--- src/design/srt_pkg.sv ---
// Shared constants, types and helpers for the segment rigid transform block.
// Used by the channel interfaces and every module of the block; no dependencies.
package srt_pkg;

    // Number formats
    localparam int CORDIC_STAGES   = 24;
    localparam int COORD_FRAC_BITS = 16;
    localparam int COORD_W         = 32;
    localparam int ANGLE_W         = 30;
    localparam int ROT_W           = 31;
    localparam int Z_W             = 33;
    localparam int CS_W            = 32;
    localparam int CX_W            = 34;
    localparam int NUM_POINTS_C    = 6;
    localparam int CFG_IDX_W       = 2;
    localparam int CFG_DATA_W      = 32;

    // Pipeline depths
    localparam int CORDIC_LAT = CORDIC_STAGES + 1;
    localparam int DIV_STAGES = COORD_W;
    localparam int DIV_LAT    = DIV_STAGES + 2;
    localparam int POINT_LAT  = 2;

    localparam logic signed [Z_W-1:0]  PI_Q      = 33'sd843314857;
    localparam logic signed [Z_W-1:0]  HALF_PI_Q = 33'sd421657428;
    localparam logic signed [CX_W-1:0] GAIN_Q30  = 34'sd652032874;

    localparam logic signed [COORD_W-1:0] COORD_MAX = 32'sh7FFF_FFFF;
    localparam logic signed [COORD_W-1:0] COORD_MIN = 32'sh8000_0000;

    // Arctangent of 2^-i in 2^-28 radian units, rounded.
    localparam logic [31:0] ATAN_TAB [0:29] = '{
        32'd210828714, 32'd124459457, 32'd65760959, 32'd33381290, 32'd16755422,
        32'd8385879, 32'd4193963, 32'd2097109, 32'd1048571, 32'd524287,
        32'd262144, 32'd131072, 32'd65536, 32'd32768, 32'd16384, 32'd8192,
        32'd4096, 32'd2048, 32'd1024, 32'd512, 32'd256, 32'd128, 32'd64,
        32'd32, 32'd16, 32'd8, 32'd4, 32'd2, 32'd1, 32'd0
    };

    // Configuration register indexes.
    typedef enum logic [CFG_IDX_W-1:0] {
        REG_SHIFT_X  = 2'd0,
        REG_SHIFT_Y  = 2'd1,
        REG_ROTATION = 2'd2
    } cfg_index_t;

    typedef logic [NUM_POINTS_C-1:0][COORD_W-1:0] coords_t;

    // One segment as it travels down the pipeline.
    typedef struct packed {
        coords_t             pts;
        logic [ANGLE_W-1:0]  slope;
        logic                clip;
        logic                last;
    } item_t;

    typedef struct packed {
        logic [COORD_W-1:0] val;
        logic               clip;
    } sat_t;

    // Clip a wide signed value into the 32-bit coordinate range.
    function automatic sat_t sat32(input logic signed [63:0] v);
        sat_t r;
        if (v > 64'(COORD_MAX))
        begin
            r.val  = COORD_MAX;
            r.clip = 1'b1;
        end
        else if (v < 64'(COORD_MIN))
        begin
            r.val  = COORD_MIN;
            r.clip = 1'b1;
        end
        else
        begin
            r.val  = v[COORD_W-1:0];
            r.clip = 1'b0;
        end
        return r;
    endfunction

endpackage

--- src/design/srt_div.sv ---
// Pipelined restoring divider for the gradient sin * 2^F / cos, one bit a stage.
// Truncates toward zero and clips to 32 bits; depends on srt_pkg.
module srt_div (
    input  logic                             clk,
    input  logic                             en,
    input  logic signed [srt_pkg::CS_W-1:0]    sin_q,
    input  logic signed [srt_pkg::CS_W-1:0]    cos_q,
    output logic signed [srt_pkg::COORD_W-1:0] grad,
    output logic                             clip
);
    import srt_pkg::*;

    localparam int MAG_W = CS_W + 1;
    localparam int NUM_W = MAG_W + COORD_FRAC_BITS;
    localparam int REM_W = MAG_W + 1;

    logic [MAG_W-1:0]   num_mag;
    logic [NUM_W-1:0]   num;
    logic [MAG_W-1:0]   den_mag;
    logic [REM_W-1:0]   hi_part;

    logic               neg_reg  [0:DIV_STAGES];
    logic               zero_reg [0:DIV_STAGES];
    logic               spos_reg [0:DIV_STAGES];
    logic               ovf_reg  [0:DIV_STAGES];
    logic [MAG_W-1:0]   den_reg  [0:DIV_STAGES];
    logic [REM_W-1:0]   rem_reg  [0:DIV_STAGES];
    logic [COORD_W-1:0] low_reg  [0:DIV_STAGES];
    logic [COORD_W-1:0] q_reg    [0:DIV_STAGES];

    logic signed [COORD_W-1:0] grad_reg;
    logic signed [COORD_W-1:0] grad_next;
    logic                      clip_reg;
    logic                      clip_next;

    // Magnitudes and the overflow check on the upper numerator bits.
    assign num_mag = sin_q[CS_W-1] ? MAG_W'(-$signed({sin_q[CS_W-1], sin_q}))
                                   : MAG_W'({sin_q[CS_W-1], sin_q});
    assign den_mag = cos_q[CS_W-1] ? MAG_W'(-$signed({cos_q[CS_W-1], cos_q}))
                                   : MAG_W'({cos_q[CS_W-1], cos_q});
    assign num     = {num_mag, {COORD_FRAC_BITS{1'b0}}};
    assign hi_part = REM_W'(num[NUM_W-1:COORD_W]);

    always_ff @(posedge clk)
    begin
        if (en)
        begin
            neg_reg[0]  <= sin_q[CS_W-1] ^ cos_q[CS_W-1];
            zero_reg[0] <= (cos_q == '0);
            spos_reg[0] <= ~sin_q[CS_W-1];
            ovf_reg[0]  <= (hi_part >= REM_W'(den_mag));
            den_reg[0]  <= den_mag;
            rem_reg[0]  <= hi_part;
            low_reg[0]  <= num[COORD_W-1:0];
            q_reg[0]    <= '0;
        end
    end

    // One quotient bit per stage.
    for (genvar k = 0; k < DIV_STAGES; k++)
    begin : g_bit
        logic [REM_W-1:0] trial;
        assign trial = {rem_reg[k][REM_W-2:0], low_reg[k][COORD_W-1]};
        always_ff @(posedge clk)
        begin
            if (en)
            begin
                neg_reg[k+1]  <= neg_reg[k];
                zero_reg[k+1] <= zero_reg[k];
                spos_reg[k+1] <= spos_reg[k];
                ovf_reg[k+1]  <= ovf_reg[k];
                den_reg[k+1]  <= den_reg[k];
                low_reg[k+1]  <= {low_reg[k][COORD_W-2:0], 1'b0};
                if (trial >= REM_W'(den_reg[k]))
                begin
                    rem_reg[k+1] <= trial - REM_W'(den_reg[k]);
                    q_reg[k+1]   <= {q_reg[k][COORD_W-2:0], 1'b1};
                end
                else
                begin
                    rem_reg[k+1] <= trial;
                    q_reg[k+1]   <= {q_reg[k][COORD_W-2:0], 1'b0};
                end
            end
        end
    end

    // Apply the sign and clip; a zero cosine is a vertical line.
    always_comb
    begin
        logic [COORD_W-1:0] q;
        q         = q_reg[DIV_STAGES];
        grad_next = '0;
        clip_next = 1'b0;
        if (zero_reg[DIV_STAGES])
        begin
            grad_next = spos_reg[DIV_STAGES] ? COORD_MAX : COORD_MIN;
            clip_next = 1'b1;
        end
        else if (ovf_reg[DIV_STAGES])
        begin
            grad_next = neg_reg[DIV_STAGES] ? COORD_MIN : COORD_MAX;
            clip_next = 1'b1;
        end
        else if (!neg_reg[DIV_STAGES])
        begin
            if (q[COORD_W-1])
            begin
                grad_next = COORD_MAX;
                clip_next = 1'b1;
            end
            else
            begin
                grad_next = $signed(q);
            end
        end
        else
        begin
            if (q[COORD_W-1] && (q[COORD_W-2:0] != '0))
            begin
                grad_next = COORD_MIN;
                clip_next = 1'b1;
            end
            else
            begin
                grad_next = $signed(-q);
            end
        end
    end

    always_ff @(posedge clk)
    begin
        if (en)
        begin
            grad_reg <= grad_next;
            clip_reg <= clip_next;
        end
    end

    assign grad = grad_reg;
    assign clip = clip_reg;

endmodule

--- config.mk ---
export PLATFORM = sky130hd
export DESIGN_NAME = srt_div
export DESIGN_NICKNAME = d
export VERILOG_FILES = /design/src/design/srt_pkg.sv /design/src/design/srt_div.sv
export SDC_FILE = /design/constraint.sdc
export NUM_CORES = 2
export LEC_CHECK = 0
export BUFFER_PORTS_ARGS = -buffer_cell sky130_fd_sc_hd__buf_4
export CORE_ASPECT_RATIO = 1.5
export CORE_UTILIZATION = 65
export DETAILED_ROUTE_END_ITERATION = 8
export GPL_TIMING_DRIVEN = 0
export PLACE_DENSITY = 0.92
export SLEW_MARGIN = 10
export SYNTH_ARGS = -nofsm -noshare
export SYNTH_HDL_FRONTEND = slang
export SYNTH_MEMORY_MAX_BITS = 65536
export SYNTH_SLANG_ARGS = --single-unit
--- constraint.sdc ---
create_clock -name clk -period 13.9 [get_ports clk]
set_input_delay 2.085 -clock clk [delete_from_list [all_inputs] [get_ports clk]]
set_output_delay 2.085 -clock clk [all_outputs]
set_load 0.02 [all_outputs]
==> metrics <==
status=finished with violations; failing checks=capacitance limit, slew limit; worst rel slew slack=-5.71%; Largest register FFs=1056; CTS tree=done; flops & latches, synth=2925; post-CTS sizing=0; Synth top area share=55.6%; # H-tree levels=5; Slew Viols, Final=4; Clk network pwr share=19.5%; Final nets=15274; xor-xnor portion of the synthesized cell area=5.20%; total power=39500 uW; GR Util All Layers=35.8%; Root Buffer=clkbuf_16; PD cells=229 mW/mm^2; via-per-instance ratio=6.31; worst path required time=14.60 ns; largest family of logic cells by synthesized area=compound AO/OA/AOI/OAI gates; critical path arrival=8.70 ns; Setup crit start kind=input port; worst vdd ir=0.185 mV; ratio of cells with drive above 1 in the final layout=7.36%; detailed-route via count=111091; clk_skew=0.0517 ns; crit-path max FO=134; RSZ-0062 raised after global routing=no; Max Clk Rate=125 MHz; part of the power in registers=35.5%; commonest cells after routing, fill and taps aside=edfxtp_1 (2924), inv_1 (1307), a21oi_1 (1262); Die Y=605 microns; vias in the first global route=114186; final setup margin=5.90 ns; Crit path top cell by count=clkbuf_2; row count=221; Async SR Flop Fraction=0%; Buf/Inv on CP=9; TritonCTS Buffers=286; sequential share of the synthesized area=55.7%; Mapped Cells=13687; initial antenna violation count=31; Overflow after GRT=0; WS Path Type=input port to register; P_sw=15300 uW; Post-synth EDFFs=2924; RR Startpoint=den_reg[0][237]; CP max stage delay=0.86 ns; routability congestion estimate=1.05; Worst-path clk slew=0.06 ns; worst-skew pair later-pin latency=0.90 ns; die area=0.245 sq mm; Synth area leaders=edfxtp_1 (56%), ha_1 (8.4%), a21oi_1 (4.0%); Clock Sinks=2925; max cap viols=2; area of the mapped netlist=0.158 sq mm; Multi-input gate area=0.0636 sq mm; commonest non-fill, non-tap cell in the layout=edfxtp_1; initial core utilization=65.4%; hold bufs inserted after CTS=0; most used flip-flop cell after synthesis=edfxtp_1; WL/cell=25.1 microns; slew of the pin with the lowest slew margin=1.57 ns; die width=404 microns; final setup vio count=0; Comb pwr share=45.0%; Synth Area in Simple Gates=9.24%; CP delay by family, top=buffers and inverters; CP cell instances=buf_16 > buf_16 > clkbuf_2 > inv_1 > clkbuf_2 > clkbuf_2 > buf_12 > a2111oi_1 > o21ai_0 > clkbuf_1 > clkbuf_1 > a21oi_1; min Tclk post-route=8.00 ns; port bufs=98; I/O pins=99; fillers=16439; drt first-iter violations=8820; HPWL Detailed=337 mm; final hold violations=0; postcts setup bufs=0; Lkg Pwr=0.0693 uW; drt first pass iters=8; Total Neg Setup Slack=0 ns; Core Area=0.241 sq mm; Storage cell area=0.0878 sq mm; P&R area growth vs syn=9.45%; endpoint class of the critical path=register; Yosys warnings=0; global-route wire length before repair=653 mm; Detail Route Antenna Nets=0; Pint=24200 uW; Yosys cell types=89; Worst setup startpoint=en; multiplexer share of the synthesized area=2.84%; post-synthesis adder-cell area fraction=8.80%; compound-cell area share of the yosys netlist=14.2%; drc violations=0; worst slack at placement=5.21 ns; Switching Share=38.6%; syn_area_per_cell=11.5 sq um; buffers from clock root to sink, at most=4; largest net degree at the start of global routing=176; Crit-path slowest cell=a2111oi_1; area leader, netlist=edfxtp_1; min-delay src=q_reg[23][8]; overall routed net length=442 mm; Tightest Hold Check Type=register to register; fin crit share=57.6%
power by group through the flow:
stage | clock (uW) | sequential, uW | combinational [uW]
2_1_floorplan | 0 | 13500 | 12800
3_3_place_gp | 0 | 14200 | 16800
3_5_place_dp | 0 | 14100 | 17200
4_1_cts | 7720 | 14000 | 17400
5_1_grt | 8040 | 14100 | 19300
6_report | 7690 | 14000 | 17800
cells by family (layout without fill, tap and decap cells):
| family | Yosys count | after routing |
|---|---|---|
| compound gates | 3578 | 3578 |
| xor+xnor | 937 | 937 |
| fa+ha+maj | 1091 | 1091 |
| buf+inv | 1695 | 2340 |
| flops | 2925 | 2925 |
| mux | 385 | 385 |
| other cells | 1 | 45 |
| simple gates | 3075 | 3075 |
worst paths after layout:
check / endpoint / slack (ns) / depth (start not counted)
setup / recovery: rem_reg[9][24] / 5.90 / 12
hold / removal: q_reg[24][9] / 0.40 / 0
setup reg to reg: rem_reg[8][17] / 7.28 / 13
hold reg to reg: q_reg[24][9] / 0.40 / 0
routing by layer:
| layer | share of wire (%) | wire [microns] | GRT usage (%) |
|---|---|---|---|
| met2 | 52 | 231000 | 65.9 |
| met4 | 13 | 59300 | 40.7 |
| met1 | 29 | 128000 | 29.8 |
| met5 | 0.011 | 49 | 0 |
| met3 | 5.5 | 24500 | 6.35 |
area by class of cell:
| type | count | area share [%] |
|---|---|---|
| clock buffer | 359 | 4.42 |
| antenna | 42 | 0.0609 |
| sequential | 2925 | 50.9 |
| tap | 3233 | 2.34 |
| multi-input combinational | 9069 | 36.8 |
| clock inverter | 146 | 0.773 |
| timing repair buffer | 140 | 0.936 |
| inverter | 1308 | 2.84 |
| buffer | 387 | 0.946 |
Yosys cell counts (22+ instances only):
master and number:
or3_1 70, o21bai_1 116, o31ai_1 91, nand2b_1 153
and2_1 88, nand3_1 238, edfxtp_1 2924, a311oi_1 26
clkbuf_1 340, nand2_1 803, fa_1 31, a31oi_1 98
nor4_1 47, a21oi_1 1262, a21boi_0 34, and3_1 85
o31a_1 47, nor2b_1 141, nor2_1 940, ha_1 1060
a211oi_1 103, o41ai_1 33, a211o_1 33, o2111ai_1 26
xor2_1 421, inv_1 1307, o21ai_0 753, mux2_4 46
buf_1 23, o21a_1 163, xnor2_1 516, nand4_1 162
or2_2 35, mux2_2 307, a21o_1 480, nor3_1 198
a31o_2 29, nor3b_1 25, o211ai_1 62, mux2i_1 22
through the flow:
step           hold WS [ns]  std cells  util, %  cell area [sq um]
2_1_floorplan         0.400      13689        -             158000
3_3_place_gp          0.400      17020     67.3             163000
3_5_place_dp          0.405      17060     67.8             164000
4_1_cts               0.401      17565     71.5             173000
5_1_grt               0.405      17592     71.5             173000
6_report              0.401      17609     71.5             173000
Note: power is estimated with default switching activity, not from simulation.
